==> src/hw/rtl/vmrp_pkg.sv <==
// Package: shared types, register offsets and codes for the video register write port.
`timescale 1ns / 1ps

package vmrp_pkg;

    localparam logic [5:0] FUNC_DISP       = 6'h00;
    localparam logic [5:0] FUNC_OAM_ADDR_L = 6'h02;
    localparam logic [5:0] FUNC_OAM_ADDR_H = 6'h03;
    localparam logic [5:0] FUNC_OAM_DATA   = 6'h04;
    localparam logic [5:0] FUNC_VRAM_MODE  = 6'h15;
    localparam logic [5:0] FUNC_VRAM_ADDR_L = 6'h16;
    localparam logic [5:0] FUNC_VRAM_ADDR_H = 6'h17;
    localparam logic [5:0] FUNC_VRAM_DATA_L = 6'h18;
    localparam logic [5:0] FUNC_VRAM_DATA_H = 6'h19;
    localparam logic [5:0] FUNC_PAL_ADDR   = 6'h21;
    localparam logic [5:0] FUNC_PAL_DATA   = 6'h22;
    localparam logic [5:0] FUNC_FIXED      = 6'h32;

    localparam logic [1:0] TGT_VRAM  = 2'd0;
    localparam logic [1:0] TGT_OAM   = 2'd1;
    localparam logic [1:0] TGT_CGRAM = 2'd2;

    localparam logic [1:0] MASK_NONE = 2'd0;
    localparam logic [1:0] MASK_LOW  = 2'd1;
    localparam logic [1:0] MASK_HIGH = 2'd2;
    localparam logic [1:0] MASK_PAIR = 2'd3;

    localparam logic [1:0] REMAP_NONE = 2'd0;
    localparam logic [1:0] REMAP_8    = 2'd1;
    localparam logic [1:0] REMAP_9    = 2'd2;
    localparam logic [1:0] REMAP_10   = 2'd3;

    localparam logic [1:0] INC_1  = 2'd0;
    localparam logic [1:0] INC_32 = 2'd1;

    localparam logic [7:0] STEP_1   = 8'd1;
    localparam logic [7:0] STEP_32  = 8'd32;
    localparam logic [7:0] STEP_128 = 8'd128;

    localparam int QDEPTH = 2;
    localparam int QAW    = $clog2(QDEPTH);

    typedef enum logic [3:0] {
        OP_NONE,
        OP_DISP,
        OP_OAM_ADDR_L,
        OP_OAM_ADDR_H,
        OP_OAM_DATA,
        OP_VRAM_MODE,
        OP_VRAM_ADDR_L,
        OP_VRAM_ADDR_H,
        OP_VRAM_DATA_L,
        OP_VRAM_DATA_H,
        OP_PAL_ADDR,
        OP_PAL_DATA,
        OP_FIXED
    } op_t;

    typedef struct packed {
        op_t        op;
        logic [7:0] value;
    } cmd_t;

    typedef struct packed {
        logic        full;
        logic        empty;
    } q_status_t;

    typedef struct packed {
        logic        write_valid;
        logic [1:0]  target;
        logic [15:0] mem_addr;
        logic [7:0]  data_low;
        logic [7:0]  data_high;
        logic [1:0]  byte_mask;
        logic [14:0] fixed_color;
        logic [3:0]  brightness;
        logic        forced_blank;
    } res_t;

endpackage

==> src/hw/rtl/vmrp_if.sv <==
// Interfaces: request and response channels of the video register write port.
`timescale 1ns / 1ps

interface vmrp_req_if;
    logic       valid;
    logic       ready;
    logic [5:0] func;
    logic [7:0] value;

    modport source (output valid, output func, output value, input ready);
    modport sink (input valid, input func, input value, output ready);
endinterface

interface vmrp_rsp_if;
    logic        valid;
    logic        ready;
    logic        write_valid;
    logic [1:0]  target;
    logic [15:0] mem_addr;
    logic [7:0]  data_low;
    logic [7:0]  data_high;
    logic [1:0]  byte_mask;
    logic [14:0] fixed_color;
    logic [3:0]  brightness;
    logic        forced_blank;

    modport source (
        output valid, output write_valid, output target, output mem_addr,
        output data_low, output data_high, output byte_mask, output fixed_color,
        output brightness, output forced_blank, input ready
    );
    modport sink (
        input valid, input write_valid, input target, input mem_addr,
        input data_low, input data_high, input byte_mask, input fixed_color,
        input brightness, input forced_blank, output ready
    );
endinterface

==> src/hw/rtl/vmrp_front.sv <==
// Front end: classify a register write by offset into a command.
`timescale 1ns / 1ps

module vmrp_front (
    input  logic [5:0]    func,
    input  logic [7:0]    value,
    output vmrp_pkg::cmd_t cmd
);

    always_comb
    begin
        cmd.value = value;
        case (func)
            vmrp_pkg::FUNC_DISP:        cmd.op = vmrp_pkg::OP_DISP;
            vmrp_pkg::FUNC_OAM_ADDR_L:  cmd.op = vmrp_pkg::OP_OAM_ADDR_L;
            vmrp_pkg::FUNC_OAM_ADDR_H:  cmd.op = vmrp_pkg::OP_OAM_ADDR_H;
            vmrp_pkg::FUNC_OAM_DATA:    cmd.op = vmrp_pkg::OP_OAM_DATA;
            vmrp_pkg::FUNC_VRAM_MODE:   cmd.op = vmrp_pkg::OP_VRAM_MODE;
            vmrp_pkg::FUNC_VRAM_ADDR_L: cmd.op = vmrp_pkg::OP_VRAM_ADDR_L;
            vmrp_pkg::FUNC_VRAM_ADDR_H: cmd.op = vmrp_pkg::OP_VRAM_ADDR_H;
            vmrp_pkg::FUNC_VRAM_DATA_L: cmd.op = vmrp_pkg::OP_VRAM_DATA_L;
            vmrp_pkg::FUNC_VRAM_DATA_H: cmd.op = vmrp_pkg::OP_VRAM_DATA_H;
            vmrp_pkg::FUNC_PAL_ADDR:    cmd.op = vmrp_pkg::OP_PAL_ADDR;
            vmrp_pkg::FUNC_PAL_DATA:    cmd.op = vmrp_pkg::OP_PAL_DATA;
            vmrp_pkg::FUNC_FIXED:       cmd.op = vmrp_pkg::OP_FIXED;
            default:                    cmd.op = vmrp_pkg::OP_NONE;
        endcase
    end

endmodule

==> src/hw/rtl/vmrp_queue.sv <==
// Command queue: short FIFO between the front end and the back end.
`timescale 1ns / 1ps

module vmrp_queue (
    input  logic                 clk,
    input  logic                 rst_n,
    input  logic                 push,
    input  vmrp_pkg::cmd_t       push_cmd,
    input  logic                 pop,
    output vmrp_pkg::cmd_t       head,
    output vmrp_pkg::q_status_t  status
);

    vmrp_pkg::cmd_t          mem_reg [vmrp_pkg::QDEPTH];
    logic [vmrp_pkg::QAW-1:0] wr_ptr_reg, wr_ptr_next;
    logic [vmrp_pkg::QAW-1:0] rd_ptr_reg, rd_ptr_next;
    logic [vmrp_pkg::QAW:0]   count_reg, count_next;

    localparam logic [vmrp_pkg::QAW:0]   FULL_COUNT = (vmrp_pkg::QAW+1)'(vmrp_pkg::QDEPTH);
    localparam logic [vmrp_pkg::QAW-1:0] LAST_PTR   = vmrp_pkg::QAW'(vmrp_pkg::QDEPTH - 1);

    always_comb
    begin
        wr_ptr_next = wr_ptr_reg;
        rd_ptr_next = rd_ptr_reg;
        count_next  = count_reg;
        if (push)
        begin
            wr_ptr_next = (wr_ptr_reg == LAST_PTR) ? '0 : wr_ptr_reg + 1'b1;
        end
        if (pop)
        begin
            rd_ptr_next = (rd_ptr_reg == LAST_PTR) ? '0 : rd_ptr_reg + 1'b1;
        end
        case ({push, pop})
            2'b10:   count_next = count_reg + 1'b1;
            2'b01:   count_next = count_reg - 1'b1;
            default: count_next = count_reg;
        endcase
    end

    always_ff @(posedge clk or negedge rst_n)
    begin
        if (!rst_n)
        begin
            wr_ptr_reg <= '0;
            rd_ptr_reg <= '0;
            count_reg  <= '0;
        end
        else
        begin
            wr_ptr_reg <= wr_ptr_next;
            rd_ptr_reg <= rd_ptr_next;
            count_reg  <= count_next;
        end
    end

    always_ff @(posedge clk)
    begin
        if (push)
        begin
            mem_reg[wr_ptr_reg] <= push_cmd;
        end
    end

    assign head         = mem_reg[rd_ptr_reg];
    assign status.full  = (count_reg == FULL_COUNT);
    assign status.empty = (count_reg == '0);

    assert property (@(posedge clk) disable iff (!rst_n)
        count_reg <= FULL_COUNT)
        else $error("queue count overflow");

    assert property (@(posedge clk) disable iff (!rst_n)
        (count_reg == '0) |-> (wr_ptr_reg == rd_ptr_reg))
        else $error("queue pointers disagree with empty count");

    assert property (@(posedge clk) disable iff (!rst_n)
        (push && !pop) |=> (count_reg == $past(count_reg) + 1'b1))
        else $error("queue count did not advance on push");

endmodule

==> src/hw/rtl/vmrp_back.sv <==
// Back end: register state, execute commands and hold the response register.
`timescale 1ns / 1ps

module vmrp_back (
    input  logic            clk,
    input  logic            rst_n,
    input  vmrp_pkg::cmd_t  head,
    input  logic            head_valid,
    output logic            pop,
    output vmrp_pkg::res_t  res,
    output logic            rsp_valid,
    input  logic            rsp_ready
);

    logic [8:0]  oam_word_reg, oam_word_next;
    logic [9:0]  oam_byte_reg, oam_byte_next;
    logic [7:0]  oam_buf_reg, oam_buf_next;
    logic [14:0] vram_word_reg, vram_word_next;
    logic [7:0]  vram_step_reg, vram_step_next;
    logic [1:0]  vram_remap_reg, vram_remap_next;
    logic        step_high_reg, step_high_next;
    logic [7:0]  pal_addr_reg, pal_addr_next;
    logic [7:0]  pal_latch_reg, pal_latch_next;
    logic        pal_second_reg, pal_second_next;
    logic [14:0] fixed_reg, fixed_next;
    logic [3:0]  bright_reg, bright_next;
    logic        blank_reg, blank_next;
    logic        rsp_valid_reg, rsp_valid_next;
    vmrp_pkg::res_t res_reg, res_next;

    logic [14:0] remap_word;
    logic [14:0] vram_stepped;
    logic [7:0]  v;

    function automatic logic [14:0] remap(input logic [14:0] a, input logic [1:0] mode);
        logic [14:0] r;
        case (mode)
            vmrp_pkg::REMAP_8:  r = {a[14:8], a[4:0], a[7:5]};
            vmrp_pkg::REMAP_9:  r = {a[14:9], a[5:0], a[8:6]};
            vmrp_pkg::REMAP_10: r = {a[14:10], a[6:0], a[9:7]};
            default:            r = a;
        endcase
        return r;
    endfunction

    assign v            = head.value;
    assign remap_word   = remap(vram_word_reg, vram_remap_reg);
    assign vram_stepped = vram_word_reg + {7'd0, vram_step_reg};
    assign pop          = head_valid && (!rsp_valid_reg || rsp_ready);

    always_comb
    begin
        oam_word_next   = oam_word_reg;
        oam_byte_next   = oam_byte_reg;
        oam_buf_next    = oam_buf_reg;
        vram_word_next  = vram_word_reg;
        vram_step_next  = vram_step_reg;
        vram_remap_next = vram_remap_reg;
        step_high_next  = step_high_reg;
        pal_addr_next   = pal_addr_reg;
        pal_latch_next  = pal_latch_reg;
        pal_second_next = pal_second_reg;
        fixed_next      = fixed_reg;
        bright_next     = bright_reg;
        blank_next      = blank_reg;
        res_next        = '0;

        case (head.op)
            vmrp_pkg::OP_DISP:
            begin
                blank_next  = v[7];
                bright_next = v[3:0];
            end
            vmrp_pkg::OP_OAM_ADDR_L:
            begin
                oam_word_next = {oam_word_reg[8], v};
                oam_byte_next = {oam_word_reg[8], v, 1'b0};
            end
            vmrp_pkg::OP_OAM_ADDR_H:
            begin
                oam_word_next = {v[0], oam_word_reg[7:0]};
                oam_byte_next = {v[0], oam_word_reg[7:0], 1'b0};
            end
            vmrp_pkg::OP_OAM_DATA:
            begin
                if (!oam_byte_reg[9])
                begin
                    if (oam_byte_reg[0])
                    begin
                        res_next.write_valid  = 1'b1;
                        res_next.target       = vmrp_pkg::TGT_OAM;
                        res_next.mem_addr     = {6'd0, oam_byte_reg[9:1], 1'b0};
                        res_next.data_low     = oam_buf_reg;
                        res_next.data_high    = v;
                        res_next.byte_mask    = vmrp_pkg::MASK_PAIR;
                    end
                    else
                    begin
                        oam_buf_next = v;
                    end
                end
                else
                begin
                    if (!oam_byte_reg[0])
                    begin
                        oam_buf_next = v;
                    end
                    res_next.write_valid  = 1'b1;
                    res_next.target       = vmrp_pkg::TGT_OAM;
                    res_next.mem_addr     = {11'h010, oam_byte_reg[4:0]};
                    res_next.data_low     = v;
                    res_next.byte_mask    = vmrp_pkg::MASK_LOW;
                end
                oam_byte_next = oam_byte_reg + 1'b1;
            end
            vmrp_pkg::OP_VRAM_MODE:
            begin
                case (v[1:0])
                    vmrp_pkg::INC_1:  vram_step_next = vmrp_pkg::STEP_1;
                    vmrp_pkg::INC_32: vram_step_next = vmrp_pkg::STEP_32;
                    default:          vram_step_next = vmrp_pkg::STEP_128;
                endcase
                vram_remap_next = v[3:2];
                step_high_next  = v[7];
            end
            vmrp_pkg::OP_VRAM_ADDR_L:
            begin
                vram_word_next = {vram_word_reg[14:8], v};
            end
            vmrp_pkg::OP_VRAM_ADDR_H:
            begin
                vram_word_next = {v[6:0], vram_word_reg[7:0]};
            end
            vmrp_pkg::OP_VRAM_DATA_L:
            begin
                res_next.write_valid  = 1'b1;
                res_next.target       = vmrp_pkg::TGT_VRAM;
                res_next.mem_addr     = {remap_word, 1'b0};
                res_next.data_low     = v;
                res_next.byte_mask    = vmrp_pkg::MASK_LOW;
                if (!step_high_reg)
                begin
                    vram_word_next = vram_stepped;
                end
            end
            vmrp_pkg::OP_VRAM_DATA_H:
            begin
                res_next.write_valid  = 1'b1;
                res_next.target       = vmrp_pkg::TGT_VRAM;
                res_next.mem_addr     = {remap_word, 1'b0};
                res_next.data_high    = v;
                res_next.byte_mask    = vmrp_pkg::MASK_HIGH;
                if (step_high_reg)
                begin
                    vram_word_next = vram_stepped;
                end
            end
            vmrp_pkg::OP_PAL_ADDR:
            begin
                pal_addr_next   = v;
                pal_second_next = 1'b0;
            end
            vmrp_pkg::OP_PAL_DATA:
            begin
                if (!pal_second_reg)
                begin
                    pal_latch_next  = v;
                    pal_second_next = 1'b1;
                end
                else
                begin
                    res_next.write_valid  = 1'b1;
                    res_next.target       = vmrp_pkg::TGT_CGRAM;
                    res_next.mem_addr     = {7'd0, pal_addr_reg, 1'b0};
                    res_next.data_low     = pal_latch_reg;
                    res_next.data_high    = {1'b0, v[6:0]};
                    res_next.byte_mask    = vmrp_pkg::MASK_PAIR;
                    pal_addr_next         = pal_addr_reg + 1'b1;
                    pal_second_next       = 1'b0;
                end
            end
            vmrp_pkg::OP_FIXED:
            begin
                fixed_next = {v[7] ? v[4:0] : fixed_reg[14:10],
                              v[6] ? v[4:0] : fixed_reg[9:5],
                              v[5] ? v[4:0] : fixed_reg[4:0]};
            end
            default:
            begin
                res_next.write_valid = 1'b0;
            end
        endcase

        res_next.fixed_color  = fixed_next;
        res_next.brightness   = bright_next;
        res_next.forced_blank = blank_next;

        if (pop)
        begin
            rsp_valid_next = 1'b1;
        end
        else if (rsp_ready)
        begin
            rsp_valid_next = 1'b0;
        end
        else
        begin
            rsp_valid_next = rsp_valid_reg;
        end
    end

    always_ff @(posedge clk or negedge rst_n)
    begin
        if (!rst_n)
        begin
            oam_word_reg   <= '0;
            oam_byte_reg   <= '0;
            oam_buf_reg    <= '0;
            vram_word_reg  <= '0;
            vram_step_reg  <= vmrp_pkg::STEP_1;
            vram_remap_reg <= vmrp_pkg::REMAP_NONE;
            step_high_reg  <= 1'b0;
            pal_addr_reg   <= '0;
            pal_latch_reg  <= '0;
            pal_second_reg <= 1'b0;
            fixed_reg      <= '0;
            bright_reg     <= '0;
            blank_reg      <= 1'b1;
            rsp_valid_reg  <= 1'b0;
        end
        else
        begin
            rsp_valid_reg <= rsp_valid_next;
            if (pop)
            begin
                oam_word_reg   <= oam_word_next;
                oam_byte_reg   <= oam_byte_next;
                oam_buf_reg    <= oam_buf_next;
                vram_word_reg  <= vram_word_next;
                vram_step_reg  <= vram_step_next;
                vram_remap_reg <= vram_remap_next;
                step_high_reg  <= step_high_next;
                pal_addr_reg   <= pal_addr_next;
                pal_latch_reg  <= pal_latch_next;
                pal_second_reg <= pal_second_next;
                fixed_reg      <= fixed_next;
                bright_reg     <= bright_next;
                blank_reg      <= blank_next;
            end
        end
    end

    always_ff @(posedge clk)
    begin
        if (pop)
        begin
            res_reg <= res_next;
        end
    end

    assign res       = res_reg;
    assign rsp_valid = rsp_valid_reg;

    assert property (@(posedge clk) disable iff (!rst_n)
        pop |=> rsp_valid_reg)
        else $error("response not loaded after pop");

    assert property (@(posedge clk) disable iff (!rst_n)
        rsp_valid_reg |-> (res_reg.write_valid == (res_reg.byte_mask != vmrp_pkg::MASK_NONE)))
        else $error("byte mask disagrees with write flag");

    assert property (@(posedge clk) disable iff (!rst_n)
        (rsp_valid_reg && !res_reg.write_valid) |->
            (res_reg.mem_addr == '0 && res_reg.target == vmrp_pkg::TGT_VRAM))
        else $error("idle response carries an address");

    assert property (@(posedge clk) disable iff (!rst_n)
        (pop && head.op == vmrp_pkg::OP_PAL_DATA) |=>
            (pal_second_reg != $past(pal_second_reg)))
        else $error("palette pairing flag did not toggle");

    assert property (@(posedge clk) disable iff (!rst_n)
        (rsp_valid_reg && res_reg.target == vmrp_pkg::TGT_CGRAM) |-> !res_reg.data_high[7])
        else $error("palette high byte bit 7 set");

endmodule

==> src/hw/rtl/video_memory_register_port.sv <==
// Top level: video register write port, front end, command queue and back end.
//
//  channel | modport | payload                                           | transfer
//  req     | sink    | func, value                                       | valid & ready
//  rsp     | source  | write_valid, target, mem_addr, data_low,          | valid & ready
//          |         | data_high, byte_mask, fixed_color, brightness,    |
//          |         | forced_blank                                      |
//
//  One request per cycle sustained while rsp.ready stays high; a response becomes valid
//  once its request has passed the queue write and then the response register load.
//  The back end executes one command per cycle when the response register is free or taken.
//  req.ready drops only when the two-entry command queue is full.
//  Reset (rst_n low, asynchronous) empties the queue and restores all video state.
`timescale 1ns / 1ps

module video_memory_register_port (
    input  logic        clk,
    input  logic        rst_n,
    vmrp_req_if.sink    req,
    vmrp_rsp_if.source  rsp
);

    vmrp_pkg::cmd_t      front_cmd;
    vmrp_pkg::cmd_t      head;
    vmrp_pkg::q_status_t q_status;
    vmrp_pkg::res_t      res;
    logic                push;
    logic                pop;

    vmrp_front u_front (
        .func  (req.func),
        .value (req.value),
        .cmd   (front_cmd)
    );

    assign req.ready = !q_status.full;
    assign push      = req.valid && !q_status.full;

    vmrp_queue u_queue (
        .clk      (clk),
        .rst_n    (rst_n),
        .push     (push),
        .push_cmd (front_cmd),
        .pop      (pop),
        .head     (head),
        .status   (q_status)
    );

    vmrp_back u_back (
        .clk        (clk),
        .rst_n      (rst_n),
        .head       (head),
        .head_valid (!q_status.empty),
        .pop        (pop),
        .res        (res),
        .rsp_valid  (rsp.valid),
        .rsp_ready  (rsp.ready)
    );

    assign rsp.write_valid  = res.write_valid;
    assign rsp.target       = res.target;
    assign rsp.mem_addr     = res.mem_addr;
    assign rsp.data_low     = res.data_low;
    assign rsp.data_high    = res.data_high;
    assign rsp.byte_mask    = res.byte_mask;
    assign rsp.fixed_color  = res.fixed_color;
    assign rsp.brightness   = res.brightness;
    assign rsp.forced_blank = res.forced_blank;

endmodule

==> src/flat_wrapper.sv <==
// flat-port wrapper written by rule: the top's interface ports become plain ports
module video_memory_register_port_flat 
  (clk, rst_n, req_valid, req_func, req_value, req_ready, rsp_valid, rsp_write_valid, rsp_target, rsp_mem_addr, rsp_data_low, rsp_data_high, rsp_byte_mask, rsp_fixed_color, rsp_brightness, rsp_forced_blank, rsp_ready);
  vmrp_req_if req_i ();
  vmrp_rsp_if rsp_i ();
  input  logic clk;
  input  logic rst_n;
  input wire logic [$bits(req_i.valid)-1:0] req_valid;
  input wire logic [$bits(req_i.func)-1:0] req_func;
  input wire logic [$bits(req_i.value)-1:0] req_value;
  output wire logic [$bits(req_i.ready)-1:0] req_ready;
  output wire logic [$bits(rsp_i.valid)-1:0] rsp_valid;
  output wire logic [$bits(rsp_i.write_valid)-1:0] rsp_write_valid;
  output wire logic [$bits(rsp_i.target)-1:0] rsp_target;
  output wire logic [$bits(rsp_i.mem_addr)-1:0] rsp_mem_addr;
  output wire logic [$bits(rsp_i.data_low)-1:0] rsp_data_low;
  output wire logic [$bits(rsp_i.data_high)-1:0] rsp_data_high;
  output wire logic [$bits(rsp_i.byte_mask)-1:0] rsp_byte_mask;
  output wire logic [$bits(rsp_i.fixed_color)-1:0] rsp_fixed_color;
  output wire logic [$bits(rsp_i.brightness)-1:0] rsp_brightness;
  output wire logic [$bits(rsp_i.forced_blank)-1:0] rsp_forced_blank;
  input wire logic [$bits(rsp_i.ready)-1:0] rsp_ready;
  assign req_i.valid = req_valid;
  assign req_i.func = req_func;
  assign req_i.value = req_value;
  assign req_ready = req_i.ready;
  assign rsp_valid = rsp_i.valid;
  assign rsp_write_valid = rsp_i.write_valid;
  assign rsp_target = rsp_i.target;
  assign rsp_mem_addr = rsp_i.mem_addr;
  assign rsp_data_low = rsp_i.data_low;
  assign rsp_data_high = rsp_i.data_high;
  assign rsp_byte_mask = rsp_i.byte_mask;
  assign rsp_fixed_color = rsp_i.fixed_color;
  assign rsp_brightness = rsp_i.brightness;
  assign rsp_forced_blank = rsp_i.forced_blank;
  assign rsp_i.ready = rsp_ready;
  video_memory_register_port u_core (.clk(clk), .rst_n(rst_n), .req(req_i), .rsp(rsp_i));
endmodule
==> config.mk <==
export PLATFORM = sky130hd
export DESIGN_NAME = video_memory_register_port_flat
export DESIGN_NICKNAME = d
export VERILOG_FILES = /design/src/hw/rtl/vmrp_pkg.sv /design/src/hw/rtl/vmrp_if.sv /design/src/hw/rtl/vmrp_front.sv /design/src/hw/rtl/vmrp_queue.sv /design/src/hw/rtl/vmrp_back.sv /design/src/hw/rtl/video_memory_register_port.sv /design/src/flat_wrapper.sv
export SDC_FILE = /design/constraint.sdc
export NUM_CORES = 1
export LEC_CHECK = 0
export ABC_AREA = 0
export BUFFER_PORTS_ARGS = -buffer_cell sky130_fd_sc_hd__buf_2
export CORE_AREA = 4 4 140 142
export DETAILED_ROUTE_END_ITERATION = 6
export DIE_AREA = 0 0 144 146
export GPL_ROUTABILITY_DRIVEN = 0
export MAX_ROUTING_LAYER = met4
export RECOVER_POWER = 50
export SLEW_MARGIN = 20
export SYNTH_ARGS = -nofsm -noshare
export SYNTH_HDL_FRONTEND = slang
export SYNTH_SLANG_ARGS = --single-unit
export TNS_END_PERCENT = 10
==> constraint.sdc <==
create_clock -name clk -period 6.73 [get_ports clk]
set_input_delay 0 -clock clk [delete_from_list [all_inputs] [get_ports clk]]
set_output_delay 0 -clock clk [all_outputs]
set_load 0.05 [all_outputs]
==> flow_metrics.tcl <==
set metrics [dict create \
    finalSetupViolCount 0 \
    drtAntennaViolNets 0 \
    synthCells 746 \
    crit_required_ns 7.05 \
    die_y_um 146 \
    path_delay_family "buffers and inverters" \
    power_mw 4.882 \
    cts_buffer_depth 2 \
    dp_worst_setup_slack_ns 3.583 \
    die_x_um 144 \
    slowest_stage "clkbuf_1" \
    gr-total-overflow 0 \
    final_hold_viol_count 0 \
    max_freq_mhz 258.8 \
    cp.arrival_ns 4.18 \
    ff2ff_path_depth 6 \
    fin_util 0.5073 \
    cts.clk_slew.worst_paths_ns 0.07 \
    drtIter0Drc 605 \
    synth-main-ff-cell "dfrtp_1" \
    crit_buf_inv 3 \
    period_minus_slack_ns 3.865 \
    cts_tree "yes" \
    cts_buffers 17 \
    layout_common_cells "dfrtp_1 (88), edfxtp_1 (81), nor2_1 (80), o21ai_0 (76), clkbuf_1 (73)" \
    drcViolationCount 0 \
    rr_endpoint "u_core.u_back.fixed_reg[9]$_DFFE_PN0P_" \
    power_density_nw_per_um2 521.4 \
    start_util 0.4429 \
    tns_ns 0 \
    grt_pass1_wl_mm 33.06 \
    grt_use_total 0.2082 \
    peakVddDrop_mv 0.1838 \
    gr-usage-met2 0.3156 \
    cts_sinks 171 \
    grt_pass1_vias 6153 \
    drv_cap 0 \
    layout.nets 847 \
    post_drt_wl_per_cell_um 19.36 \
    path_cells "o21ai_0, clkbuf_1, inv_1, buf_4, nand2_1, mux2_2" \
    htreeDepth 4 \
    skew_ns 0.01574 \
    relSlewSlack 0.1086 \
    leakagePower_nw 3.564 \
    worst_slew_pin_slew_ns 1.337 \
    grt.busiest_layer "met2" \
    dieArea_um2 21020 \
    synth-seq-area-share 0.5734 \
    final_common_cell "dfrtp_1" \
    status "finished, final reports clean" \
    antenna_cells 0 \
    vias_per_cell 5.825 \
    setup_ws_ns 2.865 \
    ff2ff_setup_slack_ns 2.87 \
    worstSetupEndpointType "flop" \
    place_hpwl_mm 14.02 \
    numPortBuffers 76 \
    path_depth 6 \
    cp_max_fo 49 \
    holdPathEnd "u_core.u_queue.mem_reg[1][8]$_DFFE_PP_" \
    firstDrtPassIters 6 \
    largest_reg_flops 57 \
    cts_root_buffer "clkbuf_16" \
    vias 6227 \
    cts_setup_buffers 0 \
    ios 77 \
    grt_antenna_before_repair 0 \
    crit_type "reg2reg" \
    drt-total-wl_mm 20.69 \
    netlist_area_um2 8174 \
    yosysUniqueCellTypes 65 \
    ys_async_sr_fraction 0.5263 \
    syn_avg_cell_area_um2 10.96 \
    period_share 0.5742 \
    min_delay_path_depth 3 \
    clock_latency_ns 0.44 \
    hp-class "in2reg" \
    hold_path_startpoint "req_func[0]" \
    grt_use_met1 0.2752 \
    drive_gt1_frac 0.1198 \
    coreArea_um2 18460 \
    rows 50 \
    syn_nets 771 \
    ys_warn_count 0 \
    synth_enable_flop_cells 81 \
    startpoint_type "flop" \
    gr-usage-met3 0.03615 \
    r2r_start "u_core.u_queue.count_reg[0]$_DFFE_PN0P_" \
    slew_viol_final 0 \
    grt_max_degree 81 \
    synthToLayoutAreaGrowth_pct 14.53 \
    rsz0062_at_grt "false" \
    ys_ff_latch 171 \
    slowest_delay_ns 1.01 \
]
cells in the mapped netlist, drive strengths merged (3+ instances only):
cell type,n,area share
dfrtp,88,0.27
edfxtp,81,0.30
nor2,81,0.038
o21ai,80,0.049
nand2,62,0.028
a21oi,56,0.036
clkbuf,30,0.014
mux2,29,0.040
nand3,22,0.013
a22oi,18,0.017
mux2i,17,0.021
buf,16,0.012
inv,15,0.0069
a22o,12,0.014
a31oi,9,0.0069
and3,9,0.0069
ha,7,0.011
nor3,7,0.0069
xnor2,7,0.0075
nand2b,6,0.0046
nand3b,6,0.0055
nand4,6,0.0046
o32a,6,0.0073
a2bb2oi,5,0.0069
and2,5,0.0038
nor4,5,0.0038
a221o,4,0.0049
a32oi,4,0.0043
o22ai,4,0.0031
o31ai,4,0.0037
a211oi,3,0.0028
mux4,3,0.0083
o211ai,3,0.0028
o2bb2ai,3,0.0032
or2,3,0.0023
or3,3,0.0023
logic make-up after synthesis:
logic type / after synthesis / share of synthesized area
and+or+nand+nor: 223 / 0.1284
muxes: 49 / 0.06903
buffers and inverters: 62 / 0.03306
DFF: 171 / 0.5734
xor gates and xnor gates: 8 / 0.008572
AOI/OAI and AO/OA: 226 / 0.1768
adders and majority gates: 7 / 0.01071
where the power goes:
group / total, mW / internal (mW) / switching (mW)
Clock: 0.925 / 0.519 / 0.406
Sequential: 1.94 / 1.61 / 0.328
Combinational: 2.02 / 0.581 / 1.44
metal layers:
metal / wire [µm] / up-vias / share of wire
li1: - / 2925 / -
met1: 9226 / 3023 / 0.45
met2: 9837 / 238 / 0.48
met3: 1026 / 41 / 0.050
met4: 600 / 0 / 0.029
met5: 0 / - / 0
cell type report:
type                       count  area [µm²]
clock buffer                  22       454.2
clock inverter                10       92.59
fill                        1668        9094
inverter                      16       60.06
multi-input combinational    513        3242
sequential                   171        4687
tap                          234       292.8
timing repair buffer         103       533.0
metrics by stage:
step	cell area [µm²]	hold slack [ns]	cells
final	9361	0.07024	1069
after global routing	9361	0.06247	1069
after CTS	9435	0.05614	1069
after detailed placement	8748	-0.1553	1023
after global placement	8748	-0.1566	1023
after floorplan	8174	-0.2956	746
worst max path at each step:
| stage | from | end |
|---|---|---|
| after global placement | u_core.u_queue.rd_ptr_reg$_DFFE_PN0P_ | u_core.u_back.fixed_reg[14]$_DFFE_PN0P_ |
| after CTS | u_core.u_queue.rd_ptr_reg$_DFFE_PN0P_ | u_core.u_back.fixed_reg[9]$_DFFE_PN0P_ |
| final | u_core.u_queue.count_reg[0]$_DFFE_PN0P_ | u_core.u_back.fixed_reg[9]$_DFFE_PN0P_ |
| after detailed placement | u_core.u_queue.rd_ptr_reg$_DFFE_PN0P_ | u_core.u_back.fixed_reg[7]$_DFFE_PN0P_ |
| after global routing | u_core.u_queue.count_reg[0]$_DFFE_PN0P_ | u_core.u_back.fixed_reg[9]$_DFFE_PN0P_ |
| after floorplan | u_core.u_back.rsp_valid$_DFFE_PN0P_ | u_core.u_back.fixed_reg[5]$_DFFE_PN0P_ |
worst register-to-register path, cell delays in order, from the launching register on:
cell and delay [ns]:
dfrtp_1 0.45, o21ai_0 0.21, clkbuf_1 1.01, inv_1 0.87, buf_4 0.58, nand2_1 0.29, mux2_2 0.35
repair_timing:
item                       4_1_cts  5_1_grt
setup endpoints to repair        0        0
hold buffers                    14        0
hold endpoints to repair        36        0
resized for setup                0        0
No activity file was read; power rests on OpenSTA's default activity.
